==> config.mk <==
export PLATFORM = sky130hd
export DESIGN_NAME = scaled_bitmap_text_rasterizer
export DESIGN_NICKNAME = d
export VERILOG_FILES = /design/src/rtl/sbtr_pkg.sv /design/src/rtl/scaled_bitmap_text_rasterizer.sv /design/src/rtl/sbtr_controller.sv /design/src/rtl/sbtr_datapath.sv
export SDC_FILE = /design/constraint.sdc
export NUM_CORES = 2
export LEC_CHECK = 0
export BUFFER_PORTS_ARGS = -buffer_cell sky130_fd_sc_hd__clkbuf_2
export CAP_MARGIN = 20
export CORE_ASPECT_RATIO = 1.1
export CORE_MARGIN = 4
export CORE_UTILIZATION = 30
export CTS_CLUSTER_SIZE = 30
export DETAILED_ROUTE_END_ITERATION = 8
export PLACE_DENSITY = 0.49
export SETUP_SLACK_MARGIN = 0.4
export SKIP_CTS_REPAIR_TIMING = 1
export SLEW_MARGIN = 20
export SYNTH_ARGS = -nofsm -noshare
export SYNTH_HDL_FRONTEND = slang
export SYNTH_SLANG_ARGS = --single-unit
export TNS_END_PERCENT = 20
==> constraint.sdc <==
create_clock -name clk -period 24.4 [get_ports clk]
set_clock_uncertainty 0.1 [all_clocks]
set_input_delay 4.88 -clock clk [delete_from_list [all_inputs] [get_ports clk]]
set_output_delay 4.88 -clock clk [all_outputs]
set_load 0.02 [all_outputs]
==> src/rtl/sbtr_pkg.sv <==
package sbtr_pkg;

    // input commands
    typedef enum logic [1:0] {
        CMD_LOAD_ROW   = 2'd0,
        CMD_SET_CURSOR = 2'd1,
        CMD_CHARACTER  = 2'd2,
        CMD_END_STRING = 2'd3
    } cmd_t;

    typedef enum logic [1:0] {
        ST_IDLE,
        ST_READ,
        ST_EMIT,
        ST_REPORT
    } state_t;

    localparam int FIRST_CODE   = 33;
    localparam int GLYPH_ROWS   = 5;
    localparam int MASK_WIDTH   = 60;

    localparam logic [7:0] CODE_NEWLINE = 8'd10;
    localparam logic [7:0] CODE_SPACE   = 8'd32;
    localparam logic [7:0] SCALE_ONE    = 8'd16;

    localparam logic RESULT_GLYPH_ROW = 1'b0;
    localparam logic RESULT_END       = 1'b1;

    localparam logic CFG_SCALE_HORIZONTAL = 1'b0;
    localparam logic CFG_SCALE_VERTICAL   = 1'b1;

    // controller to datapath
    typedef struct packed {
        logic take_item;
        logic read_row;
        logic next_row;
        logic finish_glyph;
        logic emit_report;
    } ctrl_cmd_t;

    // datapath to controller
    typedef struct packed {
        logic starts_glyph;
        logic starts_report;
        logic last_row;
    } dp_status_t;

endpackage

==> src/rtl/scaled_bitmap_text_rasterizer.sv <==
// channel   signals                                  item
// -------   --------------------------------------   -----------------------------
// in        in_valid, in_stall, command .. origin_y  font load, cursor, char, end
// out       out_valid, out_stall, result_kind ..     glyph pixel row or end report
// cfg       cfg_write_enable, cfg_index, cfg_data    scale register write
//
// load, set cursor, space, newline and skipped codes are taken in ST_IDLE alone
// a printable glyph is taken in ST_IDLE, then each row is a font store read
// (ST_READ) followed by presenting the result (ST_EMIT); rows = ceil(5 * vertical
// scale) capped at the smaller of MAX_SCALE_COLUMNS and 60
// end of string goes to ST_REPORT; out_stall holds the present result in place
// the font store has no reset, cursor and scales reset asynchronously
module scaled_bitmap_text_rasterizer #(
    parameter int GLYPH_COUNT       = 94,
    parameter int MAX_SCALE_COLUMNS = 60
) (
    input  logic        clk,
    input  logic        rst_n,
    input  logic        cfg_write_enable,
    input  logic        cfg_index,
    input  logic [7:0]  cfg_data,
    input  logic        in_valid,
    output logic        in_stall,
    input  logic [1:0]  command,
    input  logic [8:0]  font_row_index,
    input  logic [4:0]  font_row_bits,
    input  logic [7:0]  char_code,
    input  logic [15:0] origin_x,
    input  logic [15:0] origin_y,
    output logic        out_valid,
    input  logic        out_stall,
    output logic        result_kind,
    output logic [15:0] pixel_x,
    output logic [15:0] pixel_y,
    output logic [59:0] row_mask,
    output logic [15:0] next_line_y,
    output logic        last_of_run
);
    import sbtr_pkg::*;

    ctrl_cmd_t  cmd;
    dp_status_t status;

    sbtr_controller u_controller (
        .clk       (clk),
        .rst_n     (rst_n),
        .in_valid  (in_valid),
        .in_stall  (in_stall),
        .out_valid (out_valid),
        .out_stall (out_stall),
        .status    (status),
        .cmd       (cmd)
    );

    sbtr_datapath #(
        .GLYPH_COUNT       (GLYPH_COUNT),
        .MAX_SCALE_COLUMNS (MAX_SCALE_COLUMNS)
    ) u_datapath (
        .clk              (clk),
        .rst_n            (rst_n),
        .cfg_write_enable (cfg_write_enable),
        .cfg_index        (cfg_index),
        .cfg_data         (cfg_data),
        .command          (command),
        .font_row_index   (font_row_index),
        .font_row_bits    (font_row_bits),
        .char_code        (char_code),
        .origin_x         (origin_x),
        .origin_y         (origin_y),
        .cmd              (cmd),
        .status           (status),
        .result_kind      (result_kind),
        .pixel_x          (pixel_x),
        .pixel_y          (pixel_y),
        .row_mask         (row_mask),
        .next_line_y      (next_line_y),
        .last_of_run      (last_of_run)
    );

endmodule

==> src/rtl/sbtr_controller.sv <==
module sbtr_controller (
    input  logic                  clk,
    input  logic                  rst_n,
    input  logic                  in_valid,
    output logic                  in_stall,
    output logic                  out_valid,
    input  logic                  out_stall,
    input  sbtr_pkg::dp_status_t  status,
    output sbtr_pkg::ctrl_cmd_t   cmd
);
    import sbtr_pkg::*;

    state_t state_reg;
    state_t state_next;

    always_ff @(posedge clk or negedge rst_n)
    begin
        if (!rst_n)
        begin
            state_reg <= ST_IDLE;
        end
        else
        begin
            state_reg <= state_next;
        end
    end

    always_comb
    begin
        state_next = state_reg;
        case (state_reg)
            ST_IDLE:
            begin
                if (in_valid)
                begin
                    if (status.starts_glyph)
                    begin
                        state_next = ST_READ;
                    end
                    else if (status.starts_report)
                    begin
                        state_next = ST_REPORT;
                    end
                end
            end
            ST_READ:
            begin
                state_next = ST_EMIT;
            end
            ST_EMIT:
            begin
                if (!out_stall)
                begin
                    state_next = status.last_row ? ST_IDLE : ST_READ;
                end
            end
            ST_REPORT:
            begin
                if (!out_stall)
                begin
                    state_next = ST_IDLE;
                end
            end
            default:
            begin
                state_next = ST_IDLE;
            end
        endcase
    end

    always_comb
    begin
        in_stall         = 1'b1;
        out_valid        = 1'b0;
        cmd              = '0;
        case (state_reg)
            ST_IDLE:
            begin
                in_stall      = 1'b0;
                cmd.take_item = in_valid;
            end
            ST_READ:
            begin
                cmd.read_row = 1'b1;
            end
            ST_EMIT:
            begin
                out_valid        = 1'b1;
                cmd.next_row     = !out_stall && !status.last_row;
                cmd.finish_glyph = !out_stall && status.last_row;
            end
            ST_REPORT:
            begin
                out_valid       = 1'b1;
                cmd.emit_report = 1'b1;
            end
            default:
            begin
                in_stall = 1'b1;
            end
        endcase
    end

endmodule

==> src/rtl/sbtr_datapath.sv <==
module sbtr_datapath #(
    parameter int GLYPH_COUNT       = 94,
    parameter int MAX_SCALE_COLUMNS = 60
) (
    input  logic                 clk,
    input  logic                 rst_n,
    input  logic                 cfg_write_enable,
    input  logic                 cfg_index,
    input  logic [7:0]           cfg_data,
    input  logic [1:0]           command,
    input  logic [8:0]           font_row_index,
    input  logic [4:0]           font_row_bits,
    input  logic [7:0]           char_code,
    input  logic [15:0]          origin_x,
    input  logic [15:0]          origin_y,
    input  sbtr_pkg::ctrl_cmd_t  cmd,
    output sbtr_pkg::dp_status_t status,
    output logic                 result_kind,
    output logic [15:0]          pixel_x,
    output logic [15:0]          pixel_y,
    output logic [59:0]          row_mask,
    output logic [15:0]          next_line_y,
    output logic                 last_of_run
);
    import sbtr_pkg::*;

    localparam int STORE_ROWS = GLYPH_COUNT * GLYPH_ROWS;
    localparam int ADDR_W     = $clog2(STORE_ROWS);
    localparam int CAP        = (MAX_SCALE_COLUMNS < MASK_WIDTH) ? MAX_SCALE_COLUMNS
                                                                 : MASK_WIDTH;
    localparam int COUNT_W    = $clog2(CAP + 1);
    localparam int CODE_END   = FIRST_CODE + GLYPH_COUNT;

    function automatic logic [15:0] sat_add(input logic [15:0] a, input logic [15:0] b);
        logic [16:0] s;
        s = {1'b0, a} + {1'b0, b};
        return s[16] ? 16'hFFFF : s[15:0];
    endfunction

    // ceil(c * s / 16), start of source pixel c
    function automatic logic [6:0] bound(input logic [7:0] s, input logic [2:0] c);
        logic [10:0] t;
        t = {3'b0, s} * {8'b0, c} + 11'd15;
        return t[10:4];
    endfunction

    function automatic logic [COUNT_W-1:0] scaled_count(input logic [7:0] s);
        logic [6:0] n;
        n = bound(s, 3'd5);
        if (n > 7'(CAP))
        begin
            n = 7'(CAP);
        end
        return COUNT_W'(n);
    endfunction

    logic [7:0] scale_h_reg;
    logic [7:0] scale_v_reg;
    logic [7:0] sx;
    logic [7:0] sy;

    logic [15:0] cursor_x_reg;
    logic [15:0] cursor_y_reg;
    logic [15:0] line_start_x_reg;
    logic [ADDR_W-1:0]  base_reg;
    logic [COUNT_W-1:0] row_reg;
    logic [4:0]         rd_bits_reg;

    logic [4:0] font_mem [STORE_ROWS];

    logic [COUNT_W-1:0] nrows;
    logic [COUNT_W-1:0] ncols;
    logic [10:0] adv_x_prod;
    logic [10:0] step_y_prod;
    logic [11:0] line_y_prod;
    logic [15:0] adv_x;
    logic [15:0] step_y;
    logic [15:0] line_y;
    logic        printable;
    logic [2:0]  src_row;
    logic [ADDR_W-1:0] rd_addr;
    logic [11:0] glyph_base;
    logic        load_in_range;
    logic [MASK_WIDTH-1:0] mask;

    assign sx = (scale_h_reg < SCALE_ONE) ? SCALE_ONE : scale_h_reg;
    assign sy = (scale_v_reg < SCALE_ONE) ? SCALE_ONE : scale_v_reg;

    assign nrows = scaled_count(sy);
    assign ncols = scaled_count(sx);

    assign adv_x_prod  = {3'b0, sx} * 11'd6;
    assign step_y_prod = {3'b0, sy} * 11'd6;
    assign line_y_prod = {4'b0, sy} * 12'd12;
    assign adv_x  = {9'b0, adv_x_prod[10:4]};
    assign step_y = {9'b0, step_y_prod[10:4]};
    assign line_y = {8'b0, line_y_prod[11:4]};

    assign printable = ({1'b0, char_code} >= 9'(FIRST_CODE))
                    && ({1'b0, char_code} < 9'(CODE_END));
    assign glyph_base = ({4'b0, char_code} - 12'(FIRST_CODE)) * 12'd5;
    assign load_in_range = (32'(font_row_index) < STORE_ROWS);

    assign status.starts_glyph  = (command == CMD_CHARACTER) && printable;
    assign status.starts_report = (command == CMD_END_STRING);
    assign status.last_row      = (row_reg + COUNT_W'(1)) == nrows;

    // source row is the number of boundaries the output row has passed
    always_comb
    begin
        src_row = 3'd0;
        for (int c = 1; c < GLYPH_ROWS; c++)
        begin
            if ({{(7-COUNT_W){1'b0}}, row_reg} >= bound(sy, 3'(c)))
            begin
                src_row = src_row + 3'd1;
            end
        end
    end

    assign rd_addr = base_reg + ADDR_W'(src_row);

    always_comb
    begin
        logic [2:0] col;
        mask = '0;
        for (int j = 0; j < MASK_WIDTH; j++)
        begin
            col = 3'd0;
            for (int c = 1; c < GLYPH_ROWS; c++)
            begin
                if (7'(j) >= bound(sx, 3'(c)))
                begin
                    col = col + 3'd1;
                end
            end
            mask[j] = rd_bits_reg[col] && (7'(j) < {{(7-COUNT_W){1'b0}}, ncols});
        end
    end

    always_ff @(posedge clk)
    begin
        if (cmd.take_item && (command == CMD_LOAD_ROW) && load_in_range)
        begin
            font_mem[ADDR_W'(font_row_index)] <= font_row_bits;
        end
        if (cmd.read_row)
        begin
            rd_bits_reg <= font_mem[rd_addr];
        end
    end

    always_ff @(posedge clk or negedge rst_n)
    begin
        if (!rst_n)
        begin
            scale_h_reg <= SCALE_ONE;
            scale_v_reg <= SCALE_ONE;
        end
        else if (cfg_write_enable)
        begin
            if (cfg_index == CFG_SCALE_HORIZONTAL)
            begin
                scale_h_reg <= cfg_data;
            end
            else
            begin
                scale_v_reg <= cfg_data;
            end
        end
    end

    always_ff @(posedge clk or negedge rst_n)
    begin
        if (!rst_n)
        begin
            cursor_x_reg     <= '0;
            cursor_y_reg     <= '0;
            line_start_x_reg <= '0;
        end
        else if (cmd.take_item)
        begin
            if (command == CMD_SET_CURSOR)
            begin
                cursor_x_reg     <= origin_x;
                line_start_x_reg <= origin_x;
                cursor_y_reg     <= origin_y;
            end
            else if (command == CMD_CHARACTER)
            begin
                if (char_code == CODE_NEWLINE)
                begin
                    cursor_y_reg <= sat_add(cursor_y_reg, step_y);
                    cursor_x_reg <= line_start_x_reg;
                end
                else if (char_code == CODE_SPACE)
                begin
                    cursor_x_reg <= sat_add(cursor_x_reg, adv_x);
                end
            end
        end
        else if (cmd.finish_glyph)
        begin
            cursor_x_reg <= sat_add(cursor_x_reg, adv_x);
        end
    end

    always_ff @(posedge clk)
    begin
        if (cmd.take_item)
        begin
            base_reg <= ADDR_W'(glyph_base);
            row_reg  <= '0;
        end
        else if (cmd.next_row)
        begin
            row_reg <= row_reg + COUNT_W'(1);
        end
    end

    always_comb
    begin
        if (cmd.emit_report)
        begin
            result_kind = RESULT_END;
            pixel_x     = '0;
            pixel_y     = '0;
            row_mask    = '0;
            next_line_y = sat_add(cursor_y_reg, line_y);
            last_of_run = 1'b1;
        end
        else
        begin
            result_kind = RESULT_GLYPH_ROW;
            pixel_x     = cursor_x_reg;
            pixel_y     = sat_add(cursor_y_reg, 16'(row_reg));
            row_mask    = mask;
            next_line_y = '0;
            last_of_run = status.last_row;
        end
    end

endmodule
==> flow_summary.toml <==
[layout]
regMostFlops = "u_datapath.font_mem"
area_growth_pct = 13.75
layout-drive-gt1-share_pct = 21.68
fin_nets = 7792
postLayoutCoreUtil_pct = 34.35
largest_reg_flops = 2350
post-route-cell-area_um2 = 130500

[route]
firstDrtPassIters = 9
drc = 2
num_vias = 66630
drt-vias-per-instance = 5.286
avgRoutedWirePerCell_um = 27.03
ant_nets = 0
drt_wl_total_um = 340600
drtIter0Drc = 6270

[grt]
grt_pass1_wl_um = 494000
grt_max_degree = 213
grtUsageTotal_pct = 16.92
antenna_found_initial = 29
grt_pass1_vias = 68250
gr-total-overflow = 0

[worst_setup_path]
critPathLaunchType = "register"
cp-end-kind = "primary output"
crit_arrival_ps = 8830
max_stage_delay_ps = 590
crit_type = "register to primary output"
critPathBufInv = 9
cp_max_fo = 25
cp.required_ps = 19420
path_delay_family = "buffers and inverters"
crit_path_top_delay_cell = "fa_1"
crit_top_cell = "inv_1"

[cts]
cts_root_buf = "clkbuf_16"
htreeDepth = 5
clock_sinks = 2436
cts_tree = "yes"
numCtsBuffers = 273
worstSkewPairLatency_ps = 890
clockBufferDepth = 4
clk_pin_slew_ps = 60

[synth]
synth_mux_area_share_pct = 16.84
yosysSeqAreaShare_pct = 63.43
synth_edf_count = 2364
synth_compound_area_share_pct = 5.565
syn_avg_cell_area_um2 = 15.97
synth_cell_types = 122
synthAdderAreaFrac_pct = 3.995
synth_xor_area_share_pct = 1.833
yosys_warnings = 0
synthFlopType = "edfxtp_1"
synthesis.area_um2 = 114700
synth_top_family_by_area = "multiplexers"
ys_ff_latch = 2436
syn_inst = 7184
ys_async_sr_fraction_pct = 2.709
synth_nets = 7610
synthSimpleGateAreaFrac_pct = 6.040

[power_and_ir_drop]
power_density_nw_per_um2 = 159.7
peakVddDrop_mv = 0.3525
leakage_nw = 43.28

[min_path]
hold_class = "register to register"

[sta]
tightest_slew_ps = 1289
finalHoldViolCount = 0
fmax_mhz = 72.43
drv_slew = 0
min_period_ps = 13810
finalSetupViolCount = 0
relSlewSlack_pct = 13.32
period_share_pct = 56.58
rsz0062_at_grt = "no"
finalSetupTns_ps = 0

[floorplanning]
ios = 182
rows = 237
dieHeight_um = 656.5
die_x_um = 597.6
start_util_pct = 30.20
dieArea_um2 = 392300
core_um2 = 379900

[placed_design]
gp_congestion = 0.9185
portBuffers = 181
dpl-instance-area_um2 = 121600
detailed_place_hpwl_um = 218500

[run_status]
outcome = "finished with violations"
violations = "design-rule violations"

[job]
drv_cap = 0
## tightest hold or removal path, delay by kind of cell, from the launching register on
| kind | cells | cell delay (ps) |
|---|---|---|
| DFF | 1 | 330 |
| and+or+nand+nor | 2 | 100 |
## final cells by class
cell class | count | area (um^2)
Antenna cell | 11 | 27.53
Clock buffer | 327 | 7223
Clock inverter | 155 | 1509
Fill cell | 36020 | 249400
Inverter | 267 | 1002
Multi-Input combinational cell | 4074 | 39590
Sequential cell | 2436 | 72760
Tap cell | 5019 | 6280
Timing Repair Buffer | 314 | 2083
## placed cells by master (no fill, tap or decap), types with 16 or more instances in the layout
cell and count:
o31ai_1 19, inv_1 257, o21ai_1 25, mux2i_1 140
ha_1 342, nor2b_1 34, a211oi_1 51, nand2b_1 34
a31oi_1 46, a21o_1 44, o21ai_0 218, mux4_2 775
a21oi_1 292, o22ai_1 43, or3_1 17, xnor2_1 126
mux2_2 37, and2_1 28, nor2_1 704, dfrtp_1 64
clkbuf_16 280, nand3_1 90, xor2_1 92, o211ai_1 21
edfxtp_1 2364, clkinv_1 63, clkbuf_2 175, clkbuf_1 43
nand2_1 402, and3_1 20, buf_4 124, o21bai_1 16
nor3_1 69, clkinv_2 46, nand4_1 19, bufinv_16 23
## per-layer routing
metal	routed length, um	track usage [%]
met1	141500	22.65
met2	166700	28.36
met3	20400	2.421
met4	12030	5.367
met5	40	0
## cell families after synthesis
kind of cell / Yosys count
flip-flops: 2436
AND/OR/NAND/NOR: 1548
AO/OA/AOI/OAI: 981
multiplexers: 955
buffers and inverters: 674
adder cells (fa/ha/maj): 359
XOR/XNOR: 231
## final timing paths
path	from	to	slack [ps]	cells past startpoint
max in group asynchronous	rst_n	u_datapath.cursor_x_reg[4]	19470	1
worst min-delay path	u_datapath.line_start_x_reg[13]	u_datapath.line_start_x_reg[13]	370	2
min in group asynchronous	rst_n	u_datapath.cursor_y_reg[0]	4040	1
worst min register to register	u_datapath.line_start_x_reg[13]	u_datapath.line_start_x_reg[13]	370	2
worst max register to register	u_datapath.scale_v_reg[6]	u_datapath.rd_bits_reg[1]	12020	31
worst max-delay path	u_datapath.scale_h_reg[7]	row_mask[59]	10590	28
## power breakdown
part | switching (mW) | internal [mW] | total, mW
logic | 6.54 | 5.54 | 12.1
registers | 0.0836 | 4.65 | 4.73
clock network | 1.67 | 2.37 | 4.03
total | 8.29 | 12.6 | 20.8
## per-stage QoR
stage / instances / power (mW) / hold slack (ps) / setup WS, ps
2_1_floorplan: 7184 / 13.28 / 345.7 / 12910
3_3_place_gp: 12110 / 17.01 / 359.7 / 11730
3_5_place_dp: 12110 / 17.08 / 362.7 / 11500
4_1_cts: 12590 / 21.16 / 376.9 / 10550
5_1_grt: 12590 / 21.91 / 399.4 / 10140
6_report: 12600 / 20.84 / 372.0 / 10590
## Yosys cell counts, drive strengths merged, types with 96 or more instances
| cell type | n | area (um^2) |
|---|---|---|
| edfxtp | 2364 | 70990 |
| mux4 | 775 | 17450 |
| o21ai | 246 | 1242 |
| mux2i | 143 | 1443 |
| ha | 343 | 4292 |
| buf | 120 | 553.0 |
| clkbuf | 287 | 1077 |
| nand2 | 416 | 1572 |
| xnor2 | 136 | 1251 |
| a21oi | 302 | 1572 |
| nand3 | 96 | 498.0 |
| nor2 | 710 | 2675 |
| inv | 259 | 972.2 |
(Power assumes the default switching activity.)
